`config.mk`:
```
export PLATFORM = sky130hd
export DESIGN_NAME = depth_background_target_centroid
export DESIGN_NICKNAME = d
export VERILOG_FILES = /design/src/rtl/core/dbtc_pkg.sv /design/src/rtl/core/dbtc_front.sv /design/src/rtl/core/dbtc_queue.sv /design/src/rtl/core/dbtc_back.sv /design/src/rtl/core/depth_background_target_centroid.sv
export VERILOG_INCLUDE_DIRS = /design/src /design/src/rtl/core
export SDC_FILE = /design/constraint.sdc
export NUM_CORES = 1
export LEC_CHECK = 0
export BUFFER_PORTS_ARGS = -buffer_cell sky130_fd_sc_hd__buf_2
export CAP_MARGIN = 10
export CORE_MARGIN = 1
export CORE_UTILIZATION = 40
export DETAILED_ROUTE_END_ITERATION = 6
export SLEW_MARGIN = 10
export SYNTH_ARGS = -nofsm -noshare
export SYNTH_HDL_FRONTEND = slang
export SYNTH_SLANG_ARGS = --single-unit
```
`constraint.sdc`:
```
create_clock -name i_clk -period 6.1 [get_ports i_clk]
set_input_delay 0.915 -clock i_clk [delete_from_list [all_inputs] [get_ports i_clk]]
set_output_delay 0.915 -clock i_clk [all_outputs]
set_load 0.01 [all_outputs]
```
`src/rtl/core/depth_background_target_centroid_macros.svh`:
```
// ----------------------------------------------------------------------------
// Assertion macros for the depth background target centroid block
// Shared concurrent assertion forms, clocked on the rising edge and held off in reset.
// ----------------------------------------------------------------------------
`ifndef DEPTH_BACKGROUND_TARGET_CENTROID_MACROS_SVH
`define DEPTH_BACKGROUND_TARGET_CENTROID_MACROS_SVH

// Same-cycle implication.
`define DBTC_ASSERT_IMPL(lbl, clk, rst_n, ante, cons) \
    lbl: assert property (@(posedge clk) disable iff (!rst_n) (ante) |-> (cons)) \
        else $error("dbtc assertion failed");

// Next-cycle implication.
`define DBTC_ASSERT_NEXT(lbl, clk, rst_n, ante, cons) \
    lbl: assert property (@(posedge clk) disable iff (!rst_n) (ante) |=> (cons)) \
        else $error("dbtc assertion failed");

`endif

```
`src/rtl/core/dbtc_pkg.sv`:
```
// ----------------------------------------------------------------------------
// Depth background target centroid package
// Widths, codes, reset values, zone coordinate tables and shared types.
// ----------------------------------------------------------------------------
package dbtc_pkg;

    localparam int ZONE_COUNT = 64;
    localparam int GRID_WIDTH = 8;
    localparam int ROW_COUNT  = ZONE_COUNT / GRID_WIDTH;
    localparam int MAX_COORD  = ((GRID_WIDTH > ROW_COUNT) ? GRID_WIDTH : ROW_COUNT) - 1;

    localparam int ZONE_W    = 6;
    localparam int ZONE_AW   = $clog2(ZONE_COUNT);
    localparam int COL_W     = $clog2(GRID_WIDTH);
    localparam int ROW_W     = $clog2(ROW_COUNT);
    localparam int DIST_W    = 12;
    localparam int STATUS_W  = 8;
    localparam int TARGETS_W = 4;
    localparam int MASK_W    = 64;
    localparam int OUT_W     = 8;
    localparam int HIT_W     = 7;
    localparam int CNT_W     = $clog2(ZONE_COUNT + 1);
    localparam int SUM_W     = $clog2(ZONE_COUNT * MAX_COORD + 1);
    localparam int STEP_W    = $clog2(SUM_W);

    localparam int CFG_IDX_W  = 2;
    localparam int CFG_DATA_W = 64;

    localparam int QUEUE_DEPTH = 2;
    localparam int QPTR_W      = $clog2(QUEUE_DEPTH);
    localparam int QCNT_W      = $clog2(QUEUE_DEPTH + 1);

    localparam logic [CFG_IDX_W-1:0] CFG_NEAR_THRESHOLD   = 2'd0;
    localparam logic [CFG_IDX_W-1:0] CFG_ZONE_ENABLE_MASK = 2'd1;
    localparam logic [CFG_IDX_W-1:0] CFG_EMPTY_BACKGROUND = 2'd2;

    localparam logic MODE_CAPTURE = 1'b0;
    localparam logic MODE_DETECT  = 1'b1;

    localparam logic [STATUS_W-1:0] STATUS_OK_A = 8'd5;
    localparam logic [STATUS_W-1:0] STATUS_OK_B = 8'd9;

    localparam logic [DIST_W-1:0] THR_RESET   = 12'd200;
    localparam logic [MASK_W-1:0] MASK_RESET  = 64'h3C7E_FFFF_FFFF_7E3C;
    localparam logic [DIST_W-1:0] EMPTY_RESET = 12'd2550;
    localparam logic [OUT_W-1:0]  NONE_CODE   = 8'hFF;

    typedef logic [ZONE_COUNT-1:0][COL_W-1:0] t_col_tab;
    typedef logic [ZONE_COUNT-1:0][ROW_W-1:0] t_row_tab;

    function automatic t_col_tab f_col_tab();
        t_col_tab tab;
        for (int k = 0; k < ZONE_COUNT; k++) begin
            tab[k] = COL_W'(k % GRID_WIDTH);
        end
        return tab;
    endfunction

    function automatic t_row_tab f_row_tab();
        t_row_tab tab;
        for (int k = 0; k < ZONE_COUNT; k++) begin
            tab[k] = ROW_W'(k / GRID_WIDTH);
        end
        return tab;
    endfunction

    localparam t_col_tab COL_TAB = f_col_tab();
    localparam t_row_tab ROW_TAB = f_row_tab();

    typedef struct packed {
        logic [DIST_W-1:0] near_threshold;
        logic [MASK_W-1:0] zone_enable_mask;
        logic [DIST_W-1:0] empty_background;
    } t_cfg;

    typedef struct packed {
        logic [SUM_W-1:0] column_sum;
        logic [SUM_W-1:0] row_sum;
        logic [CNT_W-1:0] hit_count;
    } t_job;

endpackage

```
`src/rtl/core/dbtc_front.sv`:
```
// ----------------------------------------------------------------------------
// Zone front end
// Accepts zones, keeps the background store, finds hits and queues frame sums.
// ----------------------------------------------------------------------------
`include "depth_background_target_centroid_macros.svh"

module dbtc_front (
    input  logic                             i_clk,
    input  logic                             i_rst_n,
    input  logic                             i_in_valid,
    output logic                             o_in_stall,
    input  logic                             i_mode,
    input  logic [dbtc_pkg::ZONE_W-1:0]      i_zone_index,
    input  logic [dbtc_pkg::DIST_W-1:0]      i_zone_distance,
    input  logic [dbtc_pkg::STATUS_W-1:0]    i_zone_status,
    input  logic [dbtc_pkg::TARGETS_W-1:0]   i_zone_targets,
    input  logic                             i_last_zone,
    input  dbtc_pkg::t_cfg                   i_cfg,
    output logic                             o_push,
    output dbtc_pkg::t_job                   o_job,
    input  logic                             i_q_full
);
    import dbtc_pkg::*;

    logic                  r_s1_vld;
    logic                  r_s1_mode;
    logic [ZONE_W-1:0]     r_s1_zone;
    logic [DIST_W-1:0]     r_s1_dist;
    logic                  r_s1_ok;
    logic                  r_s1_last;

    logic [DIST_W-1:0]     r_bg_mem [ZONE_COUNT];
    logic [ZONE_COUNT-1:0] r_bg_vld;
    logic [DIST_W-1:0]     r_bg_rd;
    logic                  r_rd_vld;
    logic                  r_rd_fwd;
    logic [DIST_W-1:0]     r_fwd_data;

    logic [CNT_W-1:0]      r_hit_cnt;
    logic [SUM_W-1:0]      r_col_sum;
    logic [SUM_W-1:0]      r_row_sum;
    logic [CNT_W-1:0]      n_hit_cnt;
    logic [SUM_W-1:0]      n_col_sum;
    logic [SUM_W-1:0]      n_row_sum;

    logic                  in_acc;
    logic                  zone_ok;
    logic                  s1_end;
    logic                  s1_go;
    logic                  s1_fire;
    logic                  in_range;
    logic [ZONE_AW-1:0]    wr_addr;
    logic [ZONE_AW-1:0]    rd_addr;
    logic                  bg_write;
    logic [DIST_W-1:0]     bg_wdata;
    logic [DIST_W-1:0]     bg_cur;
    logic [DIST_W:0]       diff;
    logic                  hit;

    assign zone_ok  = (i_zone_status inside {STATUS_OK_A, STATUS_OK_B}) && (i_zone_targets != '0);
    assign s1_end   = r_s1_vld && (r_s1_mode == MODE_DETECT) && r_s1_last;
    assign s1_go    = !s1_end || !i_q_full;
    assign s1_fire  = r_s1_vld && s1_go;
    assign o_in_stall = r_s1_vld && !s1_go;
    assign in_acc   = i_in_valid && !o_in_stall;

    assign in_range = {1'b0, r_s1_zone} < (ZONE_W + 1)'(ZONE_COUNT);
    assign wr_addr  = r_s1_zone[ZONE_AW-1:0];
    assign rd_addr  = i_zone_index[ZONE_AW-1:0];
    assign bg_write = s1_fire && (r_s1_mode == MODE_CAPTURE) && in_range;
    assign bg_wdata = r_s1_ok ? r_s1_dist : i_cfg.empty_background;

    assign bg_cur = r_rd_fwd ? r_fwd_data : (r_rd_vld ? r_bg_rd : '0);
    assign diff   = {1'b0, bg_cur} - {1'b0, r_s1_dist};
    assign hit    = s1_fire && (r_s1_mode == MODE_DETECT) && in_range
                    && i_cfg.zone_enable_mask[r_s1_zone] && r_s1_ok
                    && !diff[DIST_W] && (diff[DIST_W-1:0] > i_cfg.near_threshold)
                    && (r_hit_cnt < CNT_W'(ZONE_COUNT));

    always_comb begin
        n_hit_cnt = r_hit_cnt;
        n_col_sum = r_col_sum;
        n_row_sum = r_row_sum;
        if (hit) begin
            n_hit_cnt = r_hit_cnt + CNT_W'(1);
            n_col_sum = r_col_sum + SUM_W'(COL_TAB[wr_addr]);
            n_row_sum = r_row_sum + SUM_W'(ROW_TAB[wr_addr]);
        end
    end

    assign o_push            = s1_fire && s1_end;
    assign o_job.column_sum  = n_col_sum;
    assign o_job.row_sum     = n_row_sum;
    assign o_job.hit_count   = n_hit_cnt;

    always_ff @(posedge i_clk) begin
        if (!i_rst_n) begin
            r_s1_vld  <= 1'b0;
            r_bg_vld  <= '0;
            r_hit_cnt <= '0;
            r_col_sum <= '0;
            r_row_sum <= '0;
        end else begin
            if (in_acc) begin
                r_s1_vld <= 1'b1;
            end else if (s1_fire) begin
                r_s1_vld <= 1'b0;
            end
            if (bg_write) begin
                r_bg_vld[wr_addr] <= 1'b1;
            end
            if (o_push) begin
                r_hit_cnt <= '0;
                r_col_sum <= '0;
                r_row_sum <= '0;
            end else begin
                r_hit_cnt <= n_hit_cnt;
                r_col_sum <= n_col_sum;
                r_row_sum <= n_row_sum;
            end
        end
    end

    always_ff @(posedge i_clk) begin
        if (in_acc) begin
            r_s1_mode <= i_mode;
            r_s1_zone <= i_zone_index;
            r_s1_dist <= i_zone_distance;
            r_s1_ok   <= zone_ok;
            r_s1_last <= i_last_zone;
        end
    end

    // The store is read as a zone enters; a write by the zone ahead to the same
    // entry in that cycle is forwarded.
    always_ff @(posedge i_clk) begin
        if (bg_write) begin
            r_bg_mem[wr_addr] <= bg_wdata;
        end
        if (in_acc) begin
            r_bg_rd    <= r_bg_mem[rd_addr];
            r_rd_vld   <= r_bg_vld[rd_addr];
            r_rd_fwd   <= bg_write && (wr_addr == rd_addr);
            r_fwd_data <= bg_wdata;
        end
    end

    `DBTC_ASSERT_IMPL(a_push_room, i_clk, i_rst_n, o_push, !i_q_full)
    `DBTC_ASSERT_NEXT(a_sums_clear, i_clk, i_rst_n, o_push, {r_hit_cnt, r_col_sum, r_row_sum} == '0)
    `DBTC_ASSERT_IMPL(a_hit_bound, i_clk, i_rst_n, 1'b1, r_hit_cnt <= CNT_W'(ZONE_COUNT))

endmodule

```
`src/rtl/core/dbtc_queue.sv`:
```
// ----------------------------------------------------------------------------
// Frame job queue
// Short first-in first-out buffer of frame sums between front and back end.
// ----------------------------------------------------------------------------
`include "depth_background_target_centroid_macros.svh"

module dbtc_queue (
    input  logic           i_clk,
    input  logic           i_rst_n,
    input  logic           i_push,
    input  dbtc_pkg::t_job i_job,
    output logic           o_full,
    input  logic           i_pop,
    output logic           o_empty,
    output dbtc_pkg::t_job o_job
);
    import dbtc_pkg::*;

    t_job              r_mem [QUEUE_DEPTH];
    logic [QPTR_W-1:0] r_wr_ptr;
    logic [QPTR_W-1:0] r_rd_ptr;
    logic [QCNT_W-1:0] r_cnt;

    assign o_full  = r_cnt == QCNT_W'(QUEUE_DEPTH);
    assign o_empty = r_cnt == '0;
    assign o_job   = r_mem[r_rd_ptr];

    always_ff @(posedge i_clk) begin
        if (!i_rst_n) begin
            r_wr_ptr <= '0;
            r_rd_ptr <= '0;
            r_cnt    <= '0;
        end else begin
            if (i_push) begin
                r_wr_ptr <= r_wr_ptr + QPTR_W'(1);
            end
            if (i_pop) begin
                r_rd_ptr <= r_rd_ptr + QPTR_W'(1);
            end
            if (i_push && !i_pop) begin
                r_cnt <= r_cnt + QCNT_W'(1);
            end else if (i_pop && !i_push) begin
                r_cnt <= r_cnt - QCNT_W'(1);
            end
        end
    end

    always_ff @(posedge i_clk) begin
        if (i_push) begin
            r_mem[r_wr_ptr] <= i_job;
        end
    end

    `DBTC_ASSERT_IMPL(a_pop_nonempty, i_clk, i_rst_n, i_pop, r_cnt != '0)

endmodule

```
`src/rtl/core/dbtc_back.sv`:
```
// ----------------------------------------------------------------------------
// Centroid back end
// Divides the frame sums by the hit count one bit a cycle and holds the result.
// ----------------------------------------------------------------------------
`include "depth_background_target_centroid_macros.svh"

module dbtc_back (
    input  logic                          i_clk,
    input  logic                          i_rst_n,
    input  dbtc_pkg::t_job                i_job,
    input  logic                          i_empty,
    output logic                          o_pop,
    output logic                          o_out_valid,
    input  logic                          i_out_stall,
    output logic [dbtc_pkg::OUT_W-1:0]    o_target_column,
    output logic [dbtc_pkg::OUT_W-1:0]    o_target_row,
    output logic [dbtc_pkg::OUT_W-1:0]    o_target_zone,
    output logic                          o_target_state,
    output logic [dbtc_pkg::HIT_W-1:0]    o_hit_total
);
    import dbtc_pkg::*;

    localparam logic [1:0] ST_IDLE = 2'd0;
    localparam logic [1:0] ST_DIV  = 2'd1;
    localparam logic [1:0] ST_DONE = 2'd2;

    logic [1:0]        r_state;
    logic [1:0]        n_state;
    logic [STEP_W-1:0] r_step;
    logic [CNT_W-1:0]  r_den;
    logic [SUM_W-1:0]  r_quo_c;
    logic [SUM_W-1:0]  r_quo_r;
    logic [CNT_W-1:0]  r_rem_c;
    logic [CNT_W-1:0]  r_rem_r;

    logic              r_out_vld;
    logic [OUT_W-1:0]  r_col;
    logic [OUT_W-1:0]  r_row;
    logic [OUT_W-1:0]  r_zone;
    logic              r_tstate;
    logic [HIT_W-1:0]  r_total;

    logic [CNT_W:0]    rem_c_sh;
    logic [CNT_W:0]    rem_r_sh;
    logic              ge_c;
    logic              ge_r;
    logic [CNT_W:0]    sub_c;
    logic [CNT_W:0]    sub_r;
    logic              out_free;
    logic              load;
    logic [OUT_W-1:0]  col_q;
    logic [OUT_W-1:0]  row_q;

    assign rem_c_sh = {r_rem_c, r_quo_c[SUM_W-1]};
    assign rem_r_sh = {r_rem_r, r_quo_r[SUM_W-1]};
    assign ge_c     = rem_c_sh >= {1'b0, r_den};
    assign ge_r     = rem_r_sh >= {1'b0, r_den};
    assign sub_c    = ge_c ? (rem_c_sh - {1'b0, r_den}) : rem_c_sh;
    assign sub_r    = ge_r ? (rem_r_sh - {1'b0, r_den}) : rem_r_sh;

    assign out_free = !r_out_vld || !i_out_stall;
    assign o_pop    = (r_state == ST_IDLE) && !i_empty;
    assign load     = (r_state == ST_DONE) && out_free;
    assign col_q    = OUT_W'(r_quo_c);
    assign row_q    = OUT_W'(r_quo_r);

    always_comb begin
        n_state = r_state;
        case (r_state)
            ST_IDLE: begin
                if (!i_empty) begin
                    n_state = ST_DIV;
                end
            end
            ST_DIV: begin
                if (r_step == STEP_W'(SUM_W - 1)) begin
                    n_state = ST_DONE;
                end
            end
            ST_DONE: begin
                if (out_free) begin
                    n_state = ST_IDLE;
                end
            end
            default: begin
                n_state = ST_IDLE;
            end
        endcase
    end

    always_ff @(posedge i_clk) begin
        if (!i_rst_n) begin
            r_state   <= ST_IDLE;
            r_out_vld <= 1'b0;
        end else begin
            r_state <= n_state;
            if (load) begin
                r_out_vld <= 1'b1;
            end else if (!i_out_stall) begin
                r_out_vld <= 1'b0;
            end
        end
    end

    always_ff @(posedge i_clk) begin
        if (o_pop) begin
            r_step  <= '0;
            r_den   <= i_job.hit_count;
            r_quo_c <= i_job.column_sum;
            r_quo_r <= i_job.row_sum;
            r_rem_c <= '0;
            r_rem_r <= '0;
        end else if (r_state == ST_DIV) begin
            r_step  <= r_step + STEP_W'(1);
            r_quo_c <= {r_quo_c[SUM_W-2:0], ge_c};
            r_quo_r <= {r_quo_r[SUM_W-2:0], ge_r};
            r_rem_c <= sub_c[CNT_W-1:0];
            r_rem_r <= sub_r[CNT_W-1:0];
        end
    end

    always_ff @(posedge i_clk) begin
        if (load) begin
            r_total <= HIT_W'(r_den);
            if (r_den == '0) begin
                r_col    <= NONE_CODE;
                r_row    <= NONE_CODE;
                r_zone   <= NONE_CODE;
                r_tstate <= 1'b0;
            end else begin
                r_col    <= col_q;
                r_row    <= row_q;
                r_zone   <= col_q + row_q * OUT_W'(GRID_WIDTH);
                r_tstate <= 1'b1;
            end
        end
    end

    assign o_out_valid     = r_out_vld;
    assign o_target_column = r_col;
    assign o_target_row    = r_row;
    assign o_target_zone   = r_zone;
    assign o_target_state  = r_tstate;
    assign o_hit_total     = r_total;

    `DBTC_ASSERT_IMPL(a_step_range, i_clk, i_rst_n, r_state == ST_DIV, r_step < STEP_W'(SUM_W))

endmodule

```
`src/rtl/core/depth_background_target_centroid.sv`:
```
// ----------------------------------------------------------------------------
// Depth background target centroid
// Background subtraction over a zone grid with a per-frame hit centroid.
//
// Channel   Direction  Handshake                  Payload
// zone      in         i_in_valid / o_in_stall    mode, index, distance, status, targets, last
// centroid  out        o_out_valid / i_out_stall  column, row, zone, state, hit total
// config    in         i_cfg_we                   i_cfg_index, i_cfg_data
//
// A zone is taken every cycle while not stalled and is evaluated from the stage
// register once accepted. The bit-serial divider takes one frame job at a time.
// Two frame jobs can wait in the queue; the zone input stalls only on a frame end
// request while the queue is full.
// Reset clears the background valid bits at once, so no clearing pass is needed.
// ----------------------------------------------------------------------------
module depth_background_target_centroid (
    input  logic                             i_clk,
    input  logic                             i_rst_n,
    input  logic                             i_in_valid,
    output logic                             o_in_stall,
    input  logic                             i_mode,
    input  logic [dbtc_pkg::ZONE_W-1:0]      i_zone_index,
    input  logic [dbtc_pkg::DIST_W-1:0]      i_zone_distance,
    input  logic [dbtc_pkg::STATUS_W-1:0]    i_zone_status,
    input  logic [dbtc_pkg::TARGETS_W-1:0]   i_zone_targets,
    input  logic                             i_last_zone,
    output logic                             o_out_valid,
    input  logic                             i_out_stall,
    output logic [dbtc_pkg::OUT_W-1:0]       o_target_column,
    output logic [dbtc_pkg::OUT_W-1:0]       o_target_row,
    output logic [dbtc_pkg::OUT_W-1:0]       o_target_zone,
    output logic                             o_target_state,
    output logic [dbtc_pkg::HIT_W-1:0]       o_hit_total,
    input  logic                             i_cfg_we,
    input  logic [dbtc_pkg::CFG_IDX_W-1:0]   i_cfg_index,
    input  logic [dbtc_pkg::CFG_DATA_W-1:0]  i_cfg_data
);
    import dbtc_pkg::*;

    t_cfg r_cfg;
    t_job front_job;
    t_job queue_job;
    logic push;
    logic q_full;
    logic pop;
    logic q_empty;

    always_ff @(posedge i_clk) begin
        if (!i_rst_n) begin
            r_cfg.near_threshold   <= THR_RESET;
            r_cfg.zone_enable_mask <= MASK_RESET;
            r_cfg.empty_background <= EMPTY_RESET;
        end else if (i_cfg_we) begin
            case (i_cfg_index)
                CFG_NEAR_THRESHOLD: begin
                    r_cfg.near_threshold <= i_cfg_data[DIST_W-1:0];
                end
                CFG_ZONE_ENABLE_MASK: begin
                    r_cfg.zone_enable_mask <= i_cfg_data[MASK_W-1:0];
                end
                CFG_EMPTY_BACKGROUND: begin
                    r_cfg.empty_background <= i_cfg_data[DIST_W-1:0];
                end
                default: begin
                end
            endcase
        end
    end

    dbtc_front u_front (
        .i_clk           (i_clk),
        .i_rst_n         (i_rst_n),
        .i_in_valid      (i_in_valid),
        .o_in_stall      (o_in_stall),
        .i_mode          (i_mode),
        .i_zone_index    (i_zone_index),
        .i_zone_distance (i_zone_distance),
        .i_zone_status   (i_zone_status),
        .i_zone_targets  (i_zone_targets),
        .i_last_zone     (i_last_zone),
        .i_cfg           (r_cfg),
        .o_push          (push),
        .o_job           (front_job),
        .i_q_full        (q_full)
    );

    dbtc_queue u_queue (
        .i_clk   (i_clk),
        .i_rst_n (i_rst_n),
        .i_push  (push),
        .i_job   (front_job),
        .o_full  (q_full),
        .i_pop   (pop),
        .o_empty (q_empty),
        .o_job   (queue_job)
    );

    dbtc_back u_back (
        .i_clk           (i_clk),
        .i_rst_n         (i_rst_n),
        .i_job           (queue_job),
        .i_empty         (q_empty),
        .o_pop           (pop),
        .o_out_valid     (o_out_valid),
        .i_out_stall     (i_out_stall),
        .o_target_column (o_target_column),
        .o_target_row    (o_target_row),
        .o_target_zone   (o_target_zone),
        .o_target_state  (o_target_state),
        .o_hit_total     (o_hit_total)
    );

endmodule
```
# Word-level counts from Yosys, hierarchy flattened
# Memory sizes are Yosys's and may differ from the RTL's. A register that Yosys moved wholly into a read port is not among the register bits.
# Cells that the tools add are included.
# classes
addsub,12
n_lt_le_gt_ge,7
reduce_logical,46
eq_ne,13
n_bitwise,3
mux,39
# ops
operator,count
64-bit bitwise OR,1
9-bit two-way mux,6
12-bit two-way mux,3
7-bit two-way mux,3
1-bit logical AND,20
9-bit by 3-bit adder with 9-bit output,2
8-bit by 7-bit greater-or-equal comparator with 1-bit output,2
6-bit by 7-bit less-than comparator with 1-bit output (second input constant),2
1-bit two-way mux,14
7-bit subtractor,2
12-bit by 12-bit subtractor with 13-bit output,1
1-bit binary-select mux with 6-bit select,2
12-bit greater-than comparator,1
6-bit two-way mux,2
1-bit zero test,10
2-bit two-way mux,5
8-bit adder,1
8-bit by 3-bit == test with 1-bit output (second input constant),1
8-bit by 4-bit == test with 1-bit output (second input constant),1
2-bit nonzero test,4
7-bit by 1-bit adder with 7-bit output (second input constant),1
7-bit zero test,1
7-bit less-than comparator (second input constant),1
1-bit demux with 6-bit select,1
other kinds (20),33
# word_totals
in_bits,103
rom_bits,384
regBits,295
n_memories,4
word_cells,156
out_inout_bits,34
mem_bits_rw,818
# mem_list
name,depth,word_bits,rd,rd_clocked_by_memory_dff,wr,line,text
u_front.r_bg_mem,64,12,1,1,1,dbtc_front.sv:32,logic [DIST_W-1:0] r_bg_mem [ZONE_COUNT];
(no name shown),64,3,1,1,0,dbtc_front.sv:86,n_col_sum = r_col_sum + SUM_W'(COL_TAB[wr_addr]);
(no name shown),64,3,1,1,0,dbtc_front.sv:87,n_row_sum = r_row_sum + SUM_W'(ROW_TAB[wr_addr]);
u_queue.r_mem,2,25,1,1,1,dbtc_queue.sv:19,t_job r_mem [QUEUE_DEPTH];

# Depth between registers and ports, before layout
# logic_depth
depth_word,12
ltp_mapped,22
mapped_depth_nobuf,20

# Modules after synthesis
# Synthesis repeated with hierarchy kept, for this count alone.
# hier_totals
hier_cells,2684
hier_area_um2,46248.1
# modules_own_cells
module,area_per_inst_um2,n_inst,cells_each,seq_area_each_um2
dbtc_front,36692.7,1,1832,26395.3
dbtc_back,3844.9,1,366,2042.0
depth_background_target_centroid,3688.5,1,386,1761.7
dbtc_queue,2021.9,1,100,1601.5

# Worst setup path before layout
# Ideal clock, no wire load.
# synth_path
path_kind,reg-to-reg
start,register u_front.r_rd_vld
end,memory u_queue.r_mem[0][4] (netlist bit) (data pin)
slack_ps,1705
t_required_ps,5838
synth_period_minus_slack_ps,4395
arrival_time_ps,4133
stages_incl_launch_ff,21
n_path_buf,2
path_cell_list,edfxtp_1 -> nor2b_1 -> clkbuf_1 -> a22oi_1 -> ha_1 -> inv_1 -> fa_1 -> a21oi_1 -> o2111ai_1 -> o31a_1 -> a31o_2 -> xor2_1 -> ha_1 -> nand4_1 -> nor3_1 -> a2111oi_0 -> o311ai_1 -> nor2_4 -> buf_6 -> nand4_1 -> xnor2_1
# synth_rtl
item,line,text
start: declaration,dbtc_front.sv:35,logic r_rd_vld;
start signal: assignment,dbtc_front.sv:142,r_rd_vld <= r_bg_vld[rd_addr];
end: declaration,dbtc_queue.sv:19,

==> flow_summary.toml <==
[sta]
fin_crit_ns = 5.46
setup_tns_ns = 0
hold_violations = 0
worst_pin_slew_ns = 1.24
max_freq_ghz = 0.183
slew_violations = 0
max_slew_margin_pct = 17.1
setup_viol = 0
rsz0062_at_grt = "false"
fin_skew_ns = 0.0447
fin_crit_sh_pct = 89.5

[drt]
ant_nets = 0
first_pass_iters = 5
first_iter_violations = 2072
drc = 0
drt-wirelength-per-cell_um = 23.0
vias_per_cell = 5.35
vias = 23100
drt-total-wl_um = 99600

[clock_network]
cts.repair.resized = 0
cts_sinks = 1129
cts_max_path_buffers = 3
path_clk_slew_ns = 0.06
clockRootBuffer = "clkbuf_16"
numCtsBuffers = 114
htree_num_levels = 3
clock_latency_ns = 0.71
cts_tree = "done"
post_cts_buffers = 0
cts_hold_buf = 0

[yosys]
synth_edf_count = 919
ys_top_cells_by_area = "edfxtp_1, mux4_2, dfxtp_1, nand2_1, ha_1"
netlist.area_leader.share_pct = 61.3
ys_async_sr_fraction_pct = 0
synth_seq_cells = 1129
synth-seq-area-share_pct = 70.6
ys_types = 65
synth-warning-count = 0
postSynthCellCount = 2539
syn_nets = 2700
synth_top_area_cell = "edfxtp_1"
synth-main-ff-cell = "edfxtp_1"
syn_area_mm2 = 0.0451
syn_area_per_cell_um2 = 17.7

[job]
cap_violations = 0

[place]
placed_cells = 4098
hpwl_um = 65400
dpl_cell_area_mm2 = 0.0477
port_buffers = 136
place_congestion = 0.844

[setup_path]
cp.required_ns = 6.52
worst_r2r_path_depth = 18
critPathLaunchType = "flip-flop"
reg2reg_from = "u_front.r_rd_fwd"
reg2reg_slack_ns = 0.64
regToRegEndpoint = "u_queue.r_mem[1][18]"
arrival_ns = 5.88
crit_fanout = 13
cp-end-kind = "flip-flop"
critPathKind = "flip-flop to flip-flop"

[global_routing]
grt_pass1_vias = 23700
groute.usage.overall_pct = 17.6
grt_antenna_before_repair = 5
grt_max_degree = 90
grt_pass1_wl_um = 150000
overflow = 0

[finish]
final_cell_mix = "edfxtp_1, mux4_2, nand2_1"
final_nets = 2895
stdcell_area_mm2 = 0.0517
finalNonFillerCells = 4325
syn2layout_area_growth_pct = 14.8
final_common_cell = "edfxtp_1"
n_fill_cell = 9460
drive_gt1_share_pct = 25.7

[floorplan]
fp.dieH_um = 338
die_area_mm2 = 0.114
die_w_um = 338
num_rows = 122
core_area_mm2 = 0.111
io_pins = 137
initial_utilization_pct = 40.5

[min_path]
holdPathStages = 1
hold_class = "input pin to flip-flop"
whs_endpoint = "u_front.r_s1_dist[5]"
hold_start = "i_zone_distance[5]"

[power]
max-vdd-ir-drop_uv = 234
power.density_mw_per_mm2 = 346
p_leak_nw = 17.7

[run_status]
status = "complete, no violations"
==> sequential cells by signal (all words and copies together) (netlist names), 4 cells and up, named ones only <==
name,count
u_front.r_bg_mem,768
r_cfg,88
u_front.r_bg_vld,64
u_queue.r_mem,50
u_front.r_bg_rd,12
u_front.r_fwd_data,12
u_front.r_s1_dist,12
u_back.r_quo_c,9
u_back.r_quo_r,9
u_front.r_col_sum,9
u_front.r_row_sum,9
u_back.o_target_row,8
u_back.o_target_zone,8
u_back.o_hit_total,7
u_back.r_den,7
u_back.r_rem_c,7
u_back.r_rem_r,7
u_front.r_hit_cnt,7
u_front.r_s1_zone,6
u_back.o_target_column,5
u_back.r_step,4
==> per-layer routing <==
| metal | track usage [%] | wire, um | vias up |
|---|---|---|---|
| met4 | 4.57 | 1700 | 6 |
| met1 | 25.3 | 45300 | 12000 |
| met5 | 0 | 30 | - |
| met3 | 3.29 | 6210 | 117 |
| met2 | 27.7 | 46400 | 657 |
| li1 | - | - | 10300 |
==> stage by stage <==
| step | total power [mW] | setup WS [ns] | hold slack, ns | utilization, % |
|---|---|---|---|---|
| after global routing | 18.6 | 0.251 | 0.373 | 46.5 |
| after global placement | 10.8 | 0.833 | 0.441 | 42.9 |
| after floorplan | 10.3 | 1.70 | 0.426 | - |
| after CTS | 18.1 | 0.638 | 0.343 | 46.4 |
| final | 17.9 | 0.642 | 0.388 | 46.5 |
| after detailed placement | 10.9 | 0.662 | 0.450 | 42.9 |
==> worst max-delay path: stages, from the launching register on <==
cell and delay [ns]:
edfxtp_1 0.38, nor2b_1 0.58, a22o_1 0.28, ha_1 0.24
a21o_1 0.16, a21o_1 0.21, a21oi_1 0.16, o211ai_1 0.14
a41oi_1 0.27, nor2b_1 0.19, xnor2_1 0.14, ha_1 0.26
nand4_1 0.14, nor3_1 0.08, a2111oi_0 0.45, o311ai_2 0.47
nor2_4 0.46, buf_4 0.26, mux2_4 0.32
==> cell usage after synthesis (35+ instances only) <==
cell type    n
a21oi_1     35
clkbuf_1    90
dfxtp_1    210
edfxtp_1   919
ha_1        52
inv_1       53
mux2i_1     51
mux4_2     288
nand2_1    246
nand3_1     77
nor2_1      99
o21a_1      66
==> worst max path at each step <==
stage / start / end / slack [ns]
after detailed placement: u_front.r_rd_fwd / u_queue.r_mem[0][1] / 0.66
after global routing: u_front.r_rd_fwd / u_front.r_col_sum[2] / 0.25
final: u_front.r_rd_fwd / u_queue.r_mem[1][18] / 0.64
after global placement: u_front.r_rd_fwd / u_queue.r_mem[0][18] / 0.83
after floorplan: u_front.r_rd_vld / u_queue.r_mem[0][4] / 1.70
after CTS: u_front.r_rd_fwd / u_queue.r_mem[1][18] / 0.64
==> layout make-up <==
| cell class | count | area (um^2) | share of cell area, % |
|---|---|---|---|
| Timing Repair Buffer | 213 | 1360 | 2.63 |
| Multi-Input combinational cell | 1222 | 12500 | 24.2 |
| Antenna cell | 1 | 2.50 | 0.00484 |
| Clock buffer | 156 | 3200 | 6.19 |
| Tap cell | 1488 | 1860 | 3.60 |
| Clock inverter | 62 | 754 | 1.46 |
| Sequential cell | 1129 | 31800 | 61.5 |
| Inverter | 54 | 203 | 0.392 |
==> logic make-up after synthesis <==
logic type | after synthesis | share of synthesized area (%)
buffers and inverters | 188 | 1.74
and+or+nand+nor | 535 | 5.45
adders and majority gates | 58 | 1.71
xor gates and xnor gates | 51 | 0.991
AOI/OAI and AO/OA | 214 | 3.33
muxes | 364 | 16.2
DFF | 1129 | 70.6
==> power breakdown <==
part / internal (mW) / total [mW] / leakage (nW) / switching, mW
sequential: 8.67 / 8.83 / 10.0 / 0.156
combinational: 0.791 / 1.90 / 5.77 / 1.11
clock: 4.24 / 7.19 / 1.92 / 2.94
(Power assumes the default switching activity.)
